File: config.mk
export PLATFORM = sky130hd
export DESIGN_NAME = dedup_packet_fifo_with_range_count
export DESIGN_NICKNAME = d
export VERILOG_FILES = /design/src/dpf_pkg.sv /design/src/dpf_ram.sv /design/src/dpf_scan.sv /design/src/dedup_packet_fifo_with_range_count.sv
export SDC_FILE = /design/constraint.sdc
export NUM_CORES = 1
export LEC_CHECK = 0
export BUFFER_PORTS_ARGS = -buffer_cell sky130_fd_sc_hd__buf_2
export CORE_ASPECT_RATIO = 1.25
export CORE_MARGIN = 4
export CORE_UTILIZATION = 55
export CTS_CLUSTER_DIAMETER = 120
export CTS_CLUSTER_SIZE = 24
export DETAILED_ROUTE_END_ITERATION = 10
export PLACE_DENSITY = 0.76
export SYNTH_ARGS = -nofsm -noshare
export SYNTH_HDL_FRONTEND = slang
export SYNTH_HIERARCHICAL = 1
export SYNTH_SLANG_ARGS = --single-unit
File: constraint.sdc
create_clock -name clk -period 7.4 [get_ports clk]
set_input_delay 0.74 -clock clk [delete_from_list [all_inputs] [get_ports clk]]
set_output_delay 0.74 -clock clk [all_outputs]
set_load 0.02 [all_outputs]
File: src/dpf_pkg.sv
// Package: shared types and codes of the deduplicating packet buffer.
`default_nettype none
package dpf_pkg;

  localparam int DEPTH_DEF = 16;

  localparam logic [1:0] ACT_ADD     = 2'd0;
  localparam logic [1:0] ACT_FORWARD = 2'd1;
  localparam logic [1:0] ACT_COUNT   = 2'd2;

  localparam logic       REG_MEM_LIMIT = 1'b0;
  localparam logic [4:0] MEM_LIMIT_RST = 5'd16;

  typedef struct packed {
    logic [1:0]  action;
    logic [15:0] source;
    logic [15:0] destination;
    logic [31:0] timestamp;
    logic [31:0] start_time;
    logic [31:0] end_time;
  } in_req_t;

  typedef struct packed {
    logic        added;
    logic        packet_valid;
    logic [15:0] out_source;
    logic [15:0] out_destination;
    logic [31:0] out_timestamp;
    logic [4:0]  match_count;
  } out_res_t;

  typedef struct packed {
    logic [15:0] source;
    logic [15:0] destination;
    logic [31:0] timestamp;
  } entry_t;

  localparam int ENTRY_W = $bits(entry_t);

  typedef struct packed {
    logic clear;
    logic data_vld;
  } scan_ctl_t;

endpackage
`default_nettype wire

File: src/dpf_ram.sv
// Generic single-write, single-read RAM with registered read data.
`default_nettype none
module dpf_ram #(
  parameter int WIDTH = 64,
  parameter int DEPTH = 16,
  localparam int AW = (DEPTH > 1) ? $clog2(DEPTH) : 1
) (
  input  wire logic             clk,
  input  wire logic             we,
  input  wire logic [AW-1:0]    waddr,
  input  wire logic [WIDTH-1:0] wdata,
  input  wire logic [AW-1:0]    raddr,
  output logic      [WIDTH-1:0] rdata
);

  logic [WIDTH-1:0] mem [DEPTH];

  always_ff @(posedge clk) begin
    if (we) begin
      mem[waddr] <= wdata;
    end
    rdata <= mem[raddr];
  end

endmodule
`default_nettype wire

File: src/dpf_scan.sv
// Compare unit: walks read data against the request, duplicate flag and match count.
`default_nettype none
module dpf_scan #(
  parameter int CNT_W = 5
) (
  input  wire logic               clk,
  input  wire dpf_pkg::scan_ctl_t ctl,
  input  wire dpf_pkg::in_req_t   req,
  input  wire dpf_pkg::entry_t    rd_data,
  output logic                    dup,
  output logic      [CNT_W-1:0]   count,
  output dpf_pkg::entry_t         first
);

  logic             dup_r, dup_nxt;
  logic [CNT_W-1:0] count_r, count_nxt;
  logic             first_pend_r, first_pend_nxt;
  dpf_pkg::entry_t  first_r, first_nxt;
  logic             same, in_range;

  always_comb begin
    same = (rd_data.source == req.source) && (rd_data.destination == req.destination)
        && (rd_data.timestamp == req.timestamp);
    in_range = (rd_data.destination == req.destination)
        && (rd_data.timestamp >= req.start_time) && (rd_data.timestamp <= req.end_time);
    dup_nxt        = dup_r;
    count_nxt      = count_r;
    first_pend_nxt = first_pend_r;
    first_nxt      = first_r;
    if (ctl.clear) begin
      dup_nxt        = 1'b0;
      count_nxt      = '0;
      first_pend_nxt = 1'b1;
    end else if (ctl.data_vld) begin
      dup_nxt = dup_r | same;
      if (in_range) begin
        count_nxt = count_r + CNT_W'(1);
      end
      if (first_pend_r) begin
        first_nxt      = rd_data;
        first_pend_nxt = 1'b0;
      end
    end
  end

  always_ff @(posedge clk) begin
    dup_r        <= dup_nxt;
    count_r      <= count_nxt;
    first_pend_r <= first_pend_nxt;
    first_r      <= first_nxt;
  end

  assign dup   = dup_r;
  assign count = count_r;
  assign first = first_r;

endmodule
`default_nettype wire

File: src/dedup_packet_fifo_with_range_count.sv
// Top level: packet buffer with duplicate filter, forward and range count.
//
// A request is taken when start is high and busy is low; busy stays high
// until its result is on out_res. Each request gives exactly one result,
// on out_res for one cycle with out_valid high; the receiver cannot stall.
// Actions: add (refused when an identical entry is held, evicts the oldest
// when the configured limit is reached), forward (pops the oldest entry),
// count (entries with the destination and a timestamp inside the range).
// Entries sit in one RAM with registered read data; add and count walk
// every held entry one read per cycle, forward reads the head entry only.
// A request runs through the states SCAN (the reads), WAIT and DONE, or
// straight to DONE when nothing is read. busy drops in the
// cycle out_valid is high, so the next request can be taken at the edge
// that takes the result; no request is taken before the last one is done.
// memory_limit is written through the cfg_ APB port at address 0; the user
// must write it only while idle, which the block does not enforce; 0 acts
// as 1, values above DEPTH act as DEPTH.
// Reset empties the buffer and sets memory_limit to 16; no clearing pass.
`default_nettype none
module dedup_packet_fifo_with_range_count #(
  parameter int DEPTH = dpf_pkg::DEPTH_DEF,
  localparam int IDX_W = (DEPTH > 1) ? $clog2(DEPTH) : 1,
  localparam int CNT_W = $clog2(DEPTH + 1)
) (
  input  wire logic              clk,
  input  wire logic              rst_n,
  input  wire logic              start,
  output logic                   busy,
  input  wire dpf_pkg::in_req_t  in_req,
  output logic                   out_valid,
  output dpf_pkg::out_res_t      out_res,
  input  wire logic              cfg_psel,
  input  wire logic              cfg_penable,
  input  wire logic              cfg_pwrite,
  input  wire logic [2:0]        cfg_paddr,
  input  wire logic [31:0]       cfg_pwdata,
  output logic      [31:0]       cfg_prdata,
  output logic                   cfg_pready
);

  typedef enum logic [3:0] {
    ST_IDLE = 4'b0001,
    ST_SCAN = 4'b0010,
    ST_WAIT = 4'b0100,
    ST_DONE = 4'b1000
  } state_t;

  localparam logic [IDX_W-1:0] LAST_IDX = IDX_W'(DEPTH - 1);

  state_t             state_r, state_nxt;
  dpf_pkg::in_req_t   req_r, req_nxt;
  logic [IDX_W-1:0]   head_r, head_nxt;
  logic [IDX_W-1:0]   tail_r, tail_nxt;
  logic [IDX_W-1:0]   ptr_r, ptr_nxt;
  logic [CNT_W-1:0]   held_r, held_nxt;
  logic [CNT_W-1:0]   remain_r, remain_nxt;
  logic               rd_vld_r, rd_vld_nxt;
  logic [4:0]         limit_r, limit_nxt;
  logic               out_valid_r, out_valid_nxt;
  dpf_pkg::out_res_t  out_res_r, out_res_nxt;

  logic               accept, cfg_wr;
  logic [31:0]        lim32;
  logic [CNT_W-1:0]   eff_lim;
  logic [CNT_W-1:0]   scan_n;
  logic [31:0]        cnt32;
  logic               ram_we;
  dpf_pkg::entry_t    ram_wdata, ram_rdata, first;
  logic               dup;
  logic [CNT_W-1:0]   count;
  dpf_pkg::scan_ctl_t scan_ctl;

  assign accept = start && (state_r == ST_IDLE);
  assign busy   = (state_r != ST_IDLE);
  assign cfg_wr = cfg_psel && cfg_penable && cfg_pwrite && cfg_pready;
  assign cfg_pready = 1'b1;
  assign cfg_prdata = (cfg_paddr == {dpf_pkg::REG_MEM_LIMIT, 2'b00}) ?
                      {27'd0, limit_r} : 32'd0;

  always_comb begin
    lim32 = {27'd0, limit_r};
    if (lim32 == 32'd0) begin
      lim32 = 32'd1;
    end
    if (lim32 > 32'(DEPTH)) begin
      lim32 = 32'(DEPTH);
    end
    eff_lim = lim32[CNT_W-1:0];
  end

  always_comb begin
    unique case (in_req.action)
      dpf_pkg::ACT_ADD, dpf_pkg::ACT_COUNT: scan_n = held_r;
      dpf_pkg::ACT_FORWARD: scan_n = (held_r != '0) ? CNT_W'(1) : '0;
      default: scan_n = '0;
    endcase
  end

  assign scan_ctl.clear    = accept;
  assign scan_ctl.data_vld = rd_vld_r;

  assign ram_wdata.source      = req_r.source;
  assign ram_wdata.destination = req_r.destination;
  assign ram_wdata.timestamp   = req_r.timestamp;
  assign ram_we = (state_r == ST_DONE) && (req_r.action == dpf_pkg::ACT_ADD) && !dup;
  assign cnt32  = 32'(count);

  always_comb begin
    state_nxt     = state_r;
    req_nxt       = req_r;
    head_nxt      = head_r;
    tail_nxt      = tail_r;
    ptr_nxt       = ptr_r;
    held_nxt      = held_r;
    remain_nxt    = remain_r;
    rd_vld_nxt    = 1'b0;
    limit_nxt     = limit_r;
    out_valid_nxt = 1'b0;
    out_res_nxt   = '0;
    if (cfg_wr && (cfg_paddr == {dpf_pkg::REG_MEM_LIMIT, 2'b00})) begin
      limit_nxt = cfg_pwdata[4:0];
    end
    unique case (state_r)
      ST_IDLE: begin
        if (accept) begin
          req_nxt    = in_req;
          ptr_nxt    = head_r;
          remain_nxt = scan_n;
          state_nxt  = (scan_n == '0) ? ST_DONE : ST_SCAN;
        end
      end
      ST_SCAN: begin
        rd_vld_nxt = 1'b1;
        ptr_nxt    = (ptr_r == LAST_IDX) ? '0 : ptr_r + IDX_W'(1);
        remain_nxt = remain_r - CNT_W'(1);
        if (remain_r == CNT_W'(1)) begin
          state_nxt = ST_WAIT;
        end
      end
      ST_WAIT: begin
        state_nxt = ST_DONE;
      end
      ST_DONE: begin
        state_nxt     = ST_IDLE;
        out_valid_nxt = 1'b1;
        unique case (req_r.action)
          dpf_pkg::ACT_ADD: begin
            if (!dup) begin
              out_res_nxt.added = 1'b1;
              tail_nxt = (tail_r == LAST_IDX) ? '0 : tail_r + IDX_W'(1);
              if (held_r >= eff_lim) begin
                head_nxt = (head_r == LAST_IDX) ? '0 : head_r + IDX_W'(1);
              end else begin
                held_nxt = held_r + CNT_W'(1);
              end
            end
          end
          dpf_pkg::ACT_FORWARD: begin
            if (held_r != '0) begin
              out_res_nxt.packet_valid    = 1'b1;
              out_res_nxt.out_source      = first.source;
              out_res_nxt.out_destination = first.destination;
              out_res_nxt.out_timestamp   = first.timestamp;
              head_nxt = (head_r == LAST_IDX) ? '0 : head_r + IDX_W'(1);
              held_nxt = held_r - CNT_W'(1);
            end
          end
          dpf_pkg::ACT_COUNT: begin
            out_res_nxt.match_count = cnt32[4:0];
          end
          default: begin
          end
        endcase
      end
      default: begin
        state_nxt = ST_IDLE;
      end
    endcase
  end

  always_ff @(posedge clk) begin
    if (!rst_n) begin
      state_r     <= ST_IDLE;
      head_r      <= '0;
      tail_r      <= '0;
      held_r      <= '0;
      rd_vld_r    <= 1'b0;
      limit_r     <= dpf_pkg::MEM_LIMIT_RST;
      out_valid_r <= 1'b0;
    end else begin
      state_r     <= state_nxt;
      head_r      <= head_nxt;
      tail_r      <= tail_nxt;
      held_r      <= held_nxt;
      rd_vld_r    <= rd_vld_nxt;
      limit_r     <= limit_nxt;
      out_valid_r <= out_valid_nxt;
    end
    req_r     <= req_nxt;
    ptr_r     <= ptr_nxt;
    remain_r  <= remain_nxt;
    out_res_r <= out_res_nxt;
  end

  assign out_valid = out_valid_r;
  assign out_res   = out_res_r;

  dpf_ram #(
    .WIDTH (dpf_pkg::ENTRY_W),
    .DEPTH (DEPTH)
  ) u_ram (
    .clk   (clk),
    .we    (ram_we),
    .waddr (tail_r),
    .wdata (ram_wdata),
    .raddr (ptr_r),
    .rdata (ram_rdata)
  );

  dpf_scan #(
    .CNT_W (CNT_W)
  ) u_scan (
    .clk     (clk),
    .ctl     (scan_ctl),
    .req     (req_r),
    .rd_data (ram_rdata),
    .dup     (dup),
    .count   (count),
    .first   (first)
  );

endmodule
`default_nettype wire
==> out/qor.csv <==
metric,value,unit
min_period,4.51,ns
area_delta_synth_final,8.55,%
hold_path_depth,1,
antenna_found_initial,4,
overflow,0,
cts-hold-fix-buffers,0,
crit_slowest_cell,nor2_4,
syn_inst,2582,
cts_buffer_depth,3,
drt_iter0_markers,2897,
initial_core_util,0.558,
drc_errors,0,
clk_latency,0.67,ns
dieArea,99700,um2
synth-seq-area-share,0.772,
maxCapViolCount,0,
portBuffers,221,
clk_pin_slew,0.10,ns
cts.sinks,1393,
cts-resized-gates,0,
place_congestion,0.837,
p_total,14.0,mW
worst_slew_pin_slew,1.21,ns
track_usage,0.225,
wl_per_cell,27.7,um
arrival,4.78,ns
dp_hpwl,63.5,mm
cts_root_buf,clkbuf_16,
postRouteAntennaNets,0,
holdWs,0.247,ns
coreArea,93400,um2
hold_path_class,in2reg,
row_count,125,
max_stage_delay,0.90,ns
max_slew_margin,0.195,
rsz0062_at_grt,no,
critical_path_buf_inv_count,1,
tns,0,ns
worst_setup_path_end_kind,flip-flop,
status,"complete, no violations",
period_share,0.610,
hold_viol_final,0,
cp_top_family,simple AND/OR/NAND/NOR gates,
grt_pass1_wl,167,mm
ys_async_sr_fraction,0,
fmax,222,MHz
required,7.66,ns
clock_skew,0.0410,ns
drt_wl_total,113,mm
ys.flop_type,edfxtp_1,
syn_avg_cell_area,20.2,um2
cts_htree_levels,3,
grt_start_max_net_pins,183,
p_per_area,247,nW/um2
ys_ff_latch,1393,
netlist_area,52100,um2
path_max_fanout,44,
r2r_cells,5,
die_h,352,um
synth.distinct_cells,67,
dr.pass1.iters,5,
p_leak,18.7,nW
layout-drive-gt1-share,0.218,
synth_edf_count,1227,
cp_cell_sequence,or4b_1 > nor4_4 > nand3_1 > nor2_4 > buf_4,
slew_viol_final,0,
pin_count,277,
ir_drop,0.151,mV
critical_path_cell_count,5,
num_vias,25064,
nNetsFinal,3060,
crit_type,reg2reg,
startpoint_type,flip-flop,
grt_pass1_vias,25927,
cts_setup_buffers,0,
cts_tree,done,
cts_buffers,68,
synth_warnings,6,
finalSetupViolCount,0,
viasPerCell,6.16,
num-fill-cells,6410,
fp.dieW,283,um
-- placed cells by master (no fill, tap or decap), types with 4 or more instances in the layout --
cell type	n
edfxtp_1	1227
mux4_2	256
buf_2	221
dfxtp_1	166
a22oi_1	128
nand2_1	109
ha_1	78
inv_1	76
and2_1	76
clkbuf_16	69
xnor2_1	54
clkbuf_1	45
buf_4	35
a21oi_1	34
nor2_1	31
conb_1	28
o21ai_0	24
nand4_1	24
xor2_1	18
nand3_1	16
nor2_4	14
nor4_1	12
mux2i_1	11
nand2b_1	7
a21o_1	6
nor3_1	6
nand3b_1	6
inv_6	5
nor3_2	5
o211ai_1	5
a221oi_1	4
-- cells by family after synthesis --
group	Yosys count	share of synthesized area
DFF	1393	0.772
adders and majority gates	79	0.0191
and+or+nand+nor	328	0.0325
other	2	0.000144
AOI/OAI and AO/OA	234	0.0317
muxes	269	0.113
buffers and inverters	205	0.0194
xor gates and xnor gates	72	0.0121
-- metrics by stage --
step | setup slack (ns) | cells | cell area, um2 | util
floorplan | 0.523 | 2608 | 52200 | -
global placement | 3.05 | 3946 | 54500 | 0.584
detailed placement | 2.96 | 3946 | 54500 | 0.584
CTS | 2.88 | 4067 | 56500 | 0.605
global route | 2.71 | 4067 | 56500 | 0.605
finish | 2.89 | 4069 | 56500 | 0.605
-- flip-flops by register name (all words and copies together) (netlist names) --
signal	cells
rd_vld_r	1
u_scan/first_pend_r	1
u_ram/mem	1024
ptr_r	4
u_ram/rdata	64
u_scan/count	5
remain_r	5
tail_r	4
u_scan/dup	1
ram_wdata	64
head_r	4
held_r	5
out_res	71
limit_r	5
out_valid	1
req_r	66
state_r	4
u_scan/first	64
-- cell usage after synthesis (18+ instances only) --
cell,count,area [um2]
xnor2_1,54,473
and2_1,77,482
mux4_2,256,5770
nand4_1,24,150
a21oi_1,34,170
nor2_1,45,169
a22oi_1,128,961
buf_4,34,255
o21ai_0,24,120
dfxtp_1,166,3320
xor2_1,18,158
inv_1,77,289
nand2_1,109,409
edfxtp_1,1227,36800
ha_1,78,976
clkbuf_1,51,191
-- path summary, 6_finish.rpt --
check                                  start                           to  slack (ns)
hold reg to reg   u_scan/first[24]$_DFFE_PP_       out_res[29]$_SDFF_PN0_        0.45
setup / recovery     state_r[2]$_SDFFE_PN0P_  u_ram/mem[14][54]$_DFFE_PP_        2.89
hold / removal                    in_req[42]          req_r[42]$_DFFE_PP_        0.25
setup reg to reg     state_r[2]$_SDFFE_PN0P_  u_ram/mem[14][54]$_DFFE_PP_        2.89
-- per-layer routing --
layer  vias up  track usage  wire length, um
li1      10706            -                -
met5         -            0                0
met4         0       0.0768             3690
met1     13175        0.308            43800
met2      1024        0.378            56800
met3       159       0.0309             8470
-- area by class of cell --
cell class / instances / area [um2] / area share
multi-input combinational: 1010 / 11100 / 0.197
timing repair buffer: 259 / 1430 / 0.0253
tap: 1206 / 1510 / 0.0267
antenna: 2 / 5.00 / 0.0000886
clock inverter: 7 / 83.8 / 0.00148
sequential: 1393 / 40200 / 0.711
clock buffer: 114 / 1900 / 0.0335
inverter: 78 / 298 / 0.00527
-- power breakdown --
part           total, mW  internal [mW]  switching [mW]  leakage, nW
registers           8.96           8.73           0.228         12.5
clock network       4.12           1.79            2.33        0.943
logic              0.898          0.379           0.519         5.33
No activity file was read; power rests on OpenSTA's default activity.
